[src/hdl/act_pkg.sv]
// Shared types, constants and helpers for the alignment column tagger.
package act_pkg;

    localparam logic [3:0] INSERT_CAP = 4'd12;
    localparam logic [7:0] GAP_CHAR   = 8'h2D;
    localparam logic [7:0] DOT_CHAR   = 8'h2E;

    localparam int unsigned CFG_IDX_W = 2;
    localparam logic [CFG_IDX_W-1:0] CFG_TARGET_START  = 2'd0;
    localparam logic [CFG_IDX_W-1:0] CFG_TARGET_OFFSET = 2'd1;
    localparam logic [CFG_IDX_W-1:0] CFG_QUERY_ID      = 2'd2;

    typedef struct packed {
        logic [7:0] query_char;
        logic [7:0] target_char;
        logic       first_column;
        logic       last_column;
    } t_column;

    typedef struct packed {
        logic [30:0]        target_start;
        logic signed [31:0] target_offset;
        logic [31:0]        query_id;
    } t_cfg;

    typedef struct packed {
        logic [31:0]        tag_target_pos;
        logic [7:0]         tag_delta;
        logic signed [31:0] prev_target_pos;
        logic [3:0]         prev_delta;
        logic [7:0]         prev_base;
        logic [7:0]         cur_base;
        logic [31:0]        tag_query_id;
        logic               is_sentinel;
        logic               last_result;
    } t_result;

    function automatic t_result sentinel_result();
        t_result s;
        s.tag_target_pos  = '1;
        s.tag_delta       = 8'hFF;
        s.prev_target_pos = '0;
        s.prev_delta      = '0;
        s.prev_base       = '0;
        s.cur_base        = DOT_CHAR;
        s.tag_query_id    = '1;
        s.is_sentinel     = 1'b1;
        s.last_result     = 1'b1;
        return s;
    endfunction

endpackage

[src/hdl/act_column_core.sv]
// Tag state registers and the per-column tag computation.
module act_column_core (
    input  logic             i_clk,
    input  logic             i_rst_n,
    input  logic             i_fire,
    input  act_pkg::t_column i_col,
    input  act_pkg::t_cfg    i_cfg,
    output logic             o_emit,
    output logic             o_sent_follow,
    output act_pkg::t_result o_res
);
    import act_pkg::*;

    logic [31:0] r_cursor, n_cursor;
    logic [3:0]  r_run, n_run;
    logic [31:0] r_prev_cursor, n_prev_cursor;
    logic [3:0]  r_prev_run, n_prev_run;
    logic [7:0]  r_prev_char, n_prev_char;
    logic        r_halted, n_halted;

    logic [31:0] b_cursor, b_prev_cursor;
    logic [3:0]  b_run, b_prev_run, run_q;
    logic [7:0]  b_prev_char;
    logic        halted_eff, neg;
    logic [32:0] pos;

    always_comb begin
        // first column reloads the state before it is processed
        b_cursor      = i_col.first_column ? ({1'b0, i_cfg.target_start} - 32'd1) : r_cursor;
        b_run         = i_col.first_column ? 4'd0 : r_run;
        b_prev_cursor = i_col.first_column ? 32'hFFFF_FFFF : r_prev_cursor;
        b_prev_run    = i_col.first_column ? 4'd0 : r_prev_run;
        b_prev_char   = i_col.first_column ? DOT_CHAR : r_prev_char;
        halted_eff    = i_col.first_column ? 1'b0 : r_halted;

        run_q = ((i_col.query_char != GAP_CHAR) && (b_run < INSERT_CAP)) ? b_run + 4'd1 : b_run;
        if (i_col.target_char != GAP_CHAR) begin
            n_cursor = b_cursor + 32'd1;
            n_run    = 4'd0;
        end else begin
            n_cursor = b_cursor;
            n_run    = run_q;
        end

        // exact 33-bit sum; sign bit flags a negative position
        pos = {n_cursor[31], n_cursor} + {i_cfg.target_offset[31], i_cfg.target_offset};
        neg = pos[32];

        n_prev_cursor = neg ? b_prev_cursor : n_cursor;
        n_prev_run    = neg ? b_prev_run    : n_run;
        n_prev_char   = neg ? b_prev_char   : i_col.query_char;
        n_halted      = neg || i_col.last_column;

        if (neg) begin
            o_res = sentinel_result();
        end else begin
            o_res.tag_target_pos  = pos[31:0];
            o_res.tag_delta       = {4'd0, n_run};
            o_res.prev_target_pos = b_prev_cursor + i_cfg.target_offset;
            o_res.prev_delta      = b_prev_run;
            o_res.prev_base       = b_prev_char;
            o_res.cur_base        = i_col.query_char;
            o_res.tag_query_id    = i_cfg.query_id;
            o_res.is_sentinel     = 1'b0;
            o_res.last_result     = !i_col.last_column;
        end

        o_emit        = i_fire && !halted_eff;
        o_sent_follow = !neg && i_col.last_column;
    end

    always_ff @(posedge i_clk) begin
        if (!i_rst_n) begin
            r_cursor      <= 32'hFFFF_FFFF;
            r_run         <= 4'd0;
            r_prev_cursor <= 32'hFFFF_FFFF;
            r_prev_run    <= 4'd0;
            r_prev_char   <= DOT_CHAR;
            r_halted      <= 1'b0;
        end else if (i_fire && !halted_eff) begin
            r_cursor      <= n_cursor;
            r_run         <= n_run;
            r_prev_cursor <= n_prev_cursor;
            r_prev_run    <= n_prev_run;
            r_prev_char   <= n_prev_char;
            r_halted      <= n_halted;
        end
    end

endmodule

[src/hdl/act_result_buf.sv]
// Result register with a pending end-of-alignment sentinel slot.
module act_result_buf (
    input  logic             i_clk,
    input  logic             i_rst_n,
    input  logic             i_load,
    input  act_pkg::t_result i_res,
    input  logic             i_sent_follow,
    input  logic             i_stall,
    output logic             o_valid,
    output logic             o_free,
    output act_pkg::t_result o_res
);
    import act_pkg::*;

    logic    r_valid;
    logic    r_pend;
    t_result r_res;
    logic    drain;

    assign drain   = r_valid && !i_stall;
    assign o_free  = !r_valid || (!i_stall && !r_pend);
    assign o_valid = r_valid;
    assign o_res   = r_res;

    always_ff @(posedge i_clk) begin
        if (!i_rst_n) begin
            r_valid <= 1'b0;
            r_pend  <= 1'b0;
        end else if (drain && r_pend) begin
            r_pend <= 1'b0;
        end else if (i_load) begin
            r_valid <= 1'b1;
            r_pend  <= i_sent_follow;
        end else if (drain) begin
            r_valid <= 1'b0;
        end
    end

    always_ff @(posedge i_clk) begin
        if (drain && r_pend) begin
            r_res <= sentinel_result();
        end else if (i_load) begin
            r_res <= i_res;
        end
    end

endmodule

[src/hdl/alignment_column_tagger_unit.sv]
// Top level of the alignment column tagger: input register, tag core, result buffer.
//
// Takes one alignment column per beat and gives one tag per column; a column
// marked last gives its tag and then a sentinel beat, and a column whose
// offset target position goes negative gives only a sentinel and halts
// tagging. While halted, columns are consumed with no result until a column
// with first_column set reloads the state from the configuration registers.
// Throughput is one column per clock while the output is not stalled; a last
// column holds the input while the result buffer sends its trailing sentinel.
// A tag passes the input register, then the result register. All work for a
// column is a 4-bit run counter, a 32-bit increment, a 33-bit add of the target
// offset and a 32-bit add for the previous position, all combinational between
// the two registers. Configuration writes are always taken (o_cfg_ready is
// tied high) and must only happen while the block is idle; index 3 is ignored.
module alignment_column_tagger_unit (
    input  logic                          i_clk,
    input  logic                          i_rst_n,
    // column input channel
    input  logic                          i_in_valid,
    output logic                          o_in_stall,
    input  logic [7:0]                    i_query_char,
    input  logic [7:0]                    i_target_char,
    input  logic                          i_first_column,
    input  logic                          i_last_column,
    // tag output channel
    output logic                          o_out_valid,
    input  logic                          i_out_stall,
    output logic [31:0]                   o_tag_target_pos,
    output logic [7:0]                    o_tag_delta,
    output logic signed [31:0]            o_prev_target_pos,
    output logic [3:0]                    o_prev_delta,
    output logic [7:0]                    o_prev_base,
    output logic [7:0]                    o_cur_base,
    output logic [31:0]                   o_tag_query_id,
    output logic                          o_is_sentinel,
    output logic                          o_last_result,
    // configuration write channel
    input  logic                          i_cfg_valid,
    output logic                          o_cfg_ready,
    input  logic [act_pkg::CFG_IDX_W-1:0] i_cfg_index,
    input  logic [31:0]                   i_cfg_data
);
    import act_pkg::*;

    t_cfg    r_cfg;
    logic    r_in_valid;
    t_column r_col;

    logic    adv;
    logic    emit;
    logic    sent_follow;
    logic    buf_free;
    t_result core_res;
    t_result out_res;

    // configuration registers
    assign o_cfg_ready = 1'b1;

    always_ff @(posedge i_clk) begin
        if (!i_rst_n) begin
            r_cfg <= '0;
        end else if (i_cfg_valid) begin
            unique case (i_cfg_index)
                CFG_TARGET_START:  r_cfg.target_start  <= i_cfg_data[30:0];
                CFG_TARGET_OFFSET: r_cfg.target_offset <= i_cfg_data;
                CFG_QUERY_ID:      r_cfg.query_id      <= i_cfg_data;
                default: ;
            endcase
        end
    end

    // input register: the column moves on once the result buffer has room
    assign adv        = r_in_valid && buf_free;
    assign o_in_stall = r_in_valid && !buf_free;

    always_ff @(posedge i_clk) begin
        if (!i_rst_n) begin
            r_in_valid <= 1'b0;
        end else if (i_in_valid && !o_in_stall) begin
            r_in_valid <= 1'b1;
        end else if (adv) begin
            r_in_valid <= 1'b0;
        end
    end

    always_ff @(posedge i_clk) begin
        if (i_in_valid && !o_in_stall) begin
            r_col.query_char   <= i_query_char;
            r_col.target_char  <= i_target_char;
            r_col.first_column <= i_first_column;
            r_col.last_column  <= i_last_column;
        end
    end

    act_column_core u_core (
        .i_clk         (i_clk),
        .i_rst_n       (i_rst_n),
        .i_fire        (adv),
        .i_col         (r_col),
        .i_cfg         (r_cfg),
        .o_emit        (emit),
        .o_sent_follow (sent_follow),
        .o_res         (core_res)
    );

    act_result_buf u_buf (
        .i_clk         (i_clk),
        .i_rst_n       (i_rst_n),
        .i_load        (emit),
        .i_res         (core_res),
        .i_sent_follow (sent_follow),
        .i_stall       (i_out_stall),
        .o_valid       (o_out_valid),
        .o_free        (buf_free),
        .o_res         (out_res)
    );

    assign o_tag_target_pos  = out_res.tag_target_pos;
    assign o_tag_delta       = out_res.tag_delta;
    assign o_prev_target_pos = out_res.prev_target_pos;
    assign o_prev_delta      = out_res.prev_delta;
    assign o_prev_base       = out_res.prev_base;
    assign o_cur_base        = out_res.cur_base;
    assign o_tag_query_id    = out_res.tag_query_id;
    assign o_is_sentinel     = out_res.is_sentinel;
    assign o_last_result     = out_res.last_result;

endmodule

[config.mk]
export PLATFORM = sky130hd
export DESIGN_NAME = alignment_column_tagger_unit
export DESIGN_NICKNAME = d
export VERILOG_FILES = /design/src/hdl/act_pkg.sv /design/src/hdl/act_column_core.sv /design/src/hdl/act_result_buf.sv /design/src/hdl/alignment_column_tagger_unit.sv
export SDC_FILE = /design/constraint.sdc
export NUM_CORES = 1
export LEC_CHECK = 0
export ABC_AREA = 1
export ABC_CLOCK_PERIOD_IN_PS = 9500
export BUFFER_PORTS_ARGS = -buffer_cell sky130_fd_sc_hd__buf_2
export CAP_MARGIN = 10
export CORE_ASPECT_RATIO = 0.6
export CORE_MARGIN = 2
export CORE_UTILIZATION = 49
export CTS_CLUSTER_DIAMETER = 40
export DETAILED_ROUTE_END_ITERATION = 16
export GPL_ROUTABILITY_DRIVEN = 0
export PLACE_DENSITY = 0.68
export REMOVE_ABC_BUFFERS = 1
export SETUP_SLACK_MARGIN = 0.05
export SLEW_MARGIN = 30
export SYNTH_ARGS = -nofsm -noshare
export SYNTH_HDL_FRONTEND = slang
export SYNTH_HIERARCHICAL = 1
export SYNTH_SLANG_ARGS = --single-unit
[constraint.sdc]
create_clock -name i_clk -period 9.5 [get_ports i_clk]
set_clock_uncertainty 0.15 [all_clocks]
set_input_delay 0.475 -clock i_clk [delete_from_list [all_inputs] [get_ports i_clk]]
set_output_delay 0.475 -clock i_clk [all_outputs]
set_load 0.1 [all_outputs]
==> metrics.log <==
[metrics] number of enable-type register cells in the synthesized netlist: 18
[metrics] n_diodes: 0
[metrics] DRC errors left: 0
[metrics] fraction of registers with async set/reset: 0
[metrics] DR WL/cell: 15.5 µm
[metrics] core area: roughly 40000 µm²
[metrics] count of yosys warnings during synthesis: 6
[metrics] Die ar.: about 43000 µm²
[metrics] total non-filler cell area in the finished layout: 22800 µm²
[metrics] portion of the post-synthesis area used by sequential elements: 0.330
[metrics] number of antenna violations at the first check in global routing: 0
[metrics] half-perimeter wire length of the detailed placement result: between 40000 and 50000 µm
[metrics] slew at the pin closest to its max-slew limit: 0.934 ns
[metrics] drt initial violations: ~2200
[metrics] endpoint type of the worst setup path: flop
[metrics] most used standard cells in the synthesized netlist: nand2_1, nor2_1, inv_1
[metrics] worst IR drop on VDD: 215 µV
[metrics] total power density per cell area: 261 nW/µm²
[metrics] clock latency at the later pin of the worst-skew pair: about 0.57 ns
[metrics] dominant cells by area after synthesis: dfxtp_1, nand2_1, nor2_1, inv_1, nand3_1
[metrics] net total in the final layout: 3409
[metrics] global-route wire length before repair: 95900 µm
[metrics] category of the most critical setup path: reg2reg
[metrics] cell at the slowest stage of the critical path: buf_4
[metrics] vias in the first global route: 18381
[metrics] dominant register cell in the synthesized netlist: dfxtp_1
[metrics] proportion of synthesized area in mux cells: 0
[metrics] count of endpoints failing setup in the final report: 0
[metrics] GRT Overall Usage: 0.275
[metrics] ports placed on the boundary: 186
[metrics] number of iterations in the first detailed-routing pass: 6
[metrics] combinational family with the most area after synthesis: simple AND/OR/NAND/NOR gates
[metrics] worst min-delay path class: in2reg
[metrics] Clock Pin Slew Worst Setup and Hold Paths: 0.06 ns
[metrics] top-area cell type share of the netlist area: 0.304
[metrics] endpoints failing hold: 0
[metrics] growth of design area from synthesis to finish: 13.1%
[metrics] share of the synthesized area in compound gates (AO/OA/AOI/OAI): 0.102
[metrics] Most common cell on crit path: nand2_1
[metrics] maximum achievable frequency: around 0.15 GHz
[metrics] worst-case register-to-register setup slack: 3.00 ns
[metrics] starting density of the core: 0.497
[metrics] Worst Setup Slack post-DPL: 3.23 ns
[metrics] final-layout fill cell count: 4013
[metrics] vertical die dimension: about 160 µm
[metrics] number of buffers added by the clock tree synthesis step: 43
[metrics] sinks on the clock net: around 320
[metrics] signal arrival time at the worst endpoint: approximately 6.8 ns
[metrics] count of antenna-violating nets left after detailed routing: 0
[metrics] CP peak stage delay: 0.65 ns
[metrics] max-slew violation total from the final report: 0
[metrics] xor and xnor area share after synthesis: 0.0230
[metrics] number of distinct library cells after synthesis: 54
[metrics] run status: finished clean
[metrics] post-detailed-route via-to-cell ratio: 5.28
[metrics] Slew Limit Headroom: 0.377
[metrics] MaxCap Viol Count: 0
[metrics] simple-gate share of the synthesized area: 0.389
[metrics] cell area after technology mapping: 20100 µm²
[metrics] unrepaired setup endpoints after global routing: no
[metrics] clock root buffer: clkbuf_16
[metrics] maximum fanout count along the critical path: 67
[metrics] cell count after synthesis: approximately 3200
[metrics] Setup crit start kind: flop
[metrics] largest buffer count on any clock path: 3
[metrics] Detailed Route WL: approximately 60000 µm
[metrics] required time worst endpoint: 9.75 ns
[metrics] instance area after placement: 21100 µm²
[metrics] FF/Latch Area: 6650 µm²
[metrics] die width: 266 µm
[metrics] count of standard-cell rows: 57
[metrics] most repeated cell in the gate-level netlist after synthesis: nand2_1
[metrics] area leader, netlist: dfxtp_1
[metrics] port bufs: 184
[metrics] clock tree from TritonCTS: yes
[metrics] average cell area after synthesis: about 6.4 µm²
[metrics] static leakage power: 12.0 nW
[metrics] Final min period: approximately 6.5 ns
[metrics] area of combinational cells with multiple inputs: 11300 µm²
[metrics] largest net degree at the start of global routing: 95
[metrics] fraction of final layout cells with drive strength greater than 1: 0.137
[metrics] total vias in the final route: 20304
[metrics] post-synthesis share of cell area spent on full adders, half adders and majority gates: 0.0462
[metrics] number of levels the H-tree was split into: 2
[metrics] portion of the clock cycle consumed by the worst path in the final layout: 0.684
[metrics] post-route worst hold slack: 0.0229 ns
[metrics] final setup margin: about 3.0 ns
[metrics] number of flip-flops and latches in the synthesized netlist: 323
[metrics] Final Util: 0.562
[metrics] sum of overflow across all layers after global routing: 0
==> critical path, delay by kind of cell (launching register included) <==
kind / cells / cell delay [ns]
adders and majority gates: 1 / 0.34
and+or+nand+nor: 20 / 2.65
buffers and inverters: 6 / 2.45
DFF: 1 / 0.32
AOI/OAI and AO/OA: 1 / 0.33
==> what timing repair did <==
| action | in CTS | in global routing |
|---|---|---|
| hold endpoints to repair | 19 | 0 |
| resized for setup | 0 | 0 |
| endpoints found under the setup margin | 0 | 0 |
| hold buffers | 19 | 0 |
| buffers inserted | 0 | 0 |
==> per-stage QoR <==
step / setup TNS (ns) / total power [mW] / cells
floorplan: -878.50 / 3.74 / 3014
finish: 0 / 5.93 / 3845
global placement: 0 / 4.19 / 3746
detailed placement: 0 / 4.22 / 3746
global route: 0 / 6.22 / 3845
CTS: 0 / 5.94 / 3845
==> power by group <==
| group | leakage (nW) | internal [mW] | switching [mW] |
|---|---|---|---|
| Sequential | 2.70 | 1.58 | 0.112 |
| Combinational | 8.62 | 0.530 | 2.02 |
| Clock | 0.727 | 1.01 | 0.685 |
==> area by class of cell <==
cell class | instances | area share
repair buffers | 220 | 0.0547
flip-flops and latches | 323 | 0.292
clock buffers | 52 | 0.0515
multi-input cells | 2317 | 0.496
clock inverters | 28 | 0.0144
well taps | 531 | 0.0292
inverters | 374 | 0.0619
==> worst paths after layout <==
kind	to	from	cells after the start
max	u_buf/o_res[111]$_SDFFE_PP1P_	r_col[1]$_DFFE_PP_	28
min reg2reg	u_core/r_prev_run[3]$_SDFFE_PN0P_	u_core/r_prev_run[3]$_SDFFE_PN0P_	2
min	r_cfg[31]$_SDFFE_PN0P_	i_cfg_data[31]	3
max reg2reg	u_buf/o_res[111]$_SDFFE_PP1P_	r_col[1]$_DFFE_PP_	28
==> metal layers <==
metal / share of wire / track usage
met5: 0 / 0
met4: 0.025 / 0.0741
met3: 0.10 / 0.0633
met2: 0.41 / 0.409
met1: 0.46 / 0.397
==> state kept, by name (all words and copies together) (netlist names) <==
name / cells
u_core/r_prev_run: 4
u_core/r_prev_cursor: 32
u_buf/o_valid: 1
r_col: 18
u_core/r_run: 4
u_buf/r_pend: 1
u_core/r_halted: 1
u_core/r_cursor: 32
r_cfg: 95
u_buf/o_res: 126
u_core/r_prev_char: 8
r_in_valid: 1
==> cells in the final DEF (no fill, tap or decap), types with 71 or more instances in the layout <==
| cell type | netlist | routed |
|---|---|---|
| nand3_1 | 242 | 241 |
| a21oi_1 | 191 | 190 |
| nor2_1 | 368 | 368 |
| nand2_1 | 1000 | 999 |
| ha_1 | 71 | 71 |
| dfxtp_1 | 305 | 305 |
| o21ai_0 | 114 | 114 |
| or2_2 | 86 | 86 |
| buf_2 | 68 | 183 |
| inv_1 | 364 | 363 |
==> cells by family after synthesis <==
logic type / Yosys count
xor gates and xnor gates: 51
AOI/OAI and AO/OA: 377
adders and majority gates: 73
buffers and inverters: 521
DFF: 323
other: 1
and+or+nand+nor: 1815
Note: power is estimated with default switching activity, not from simulation.
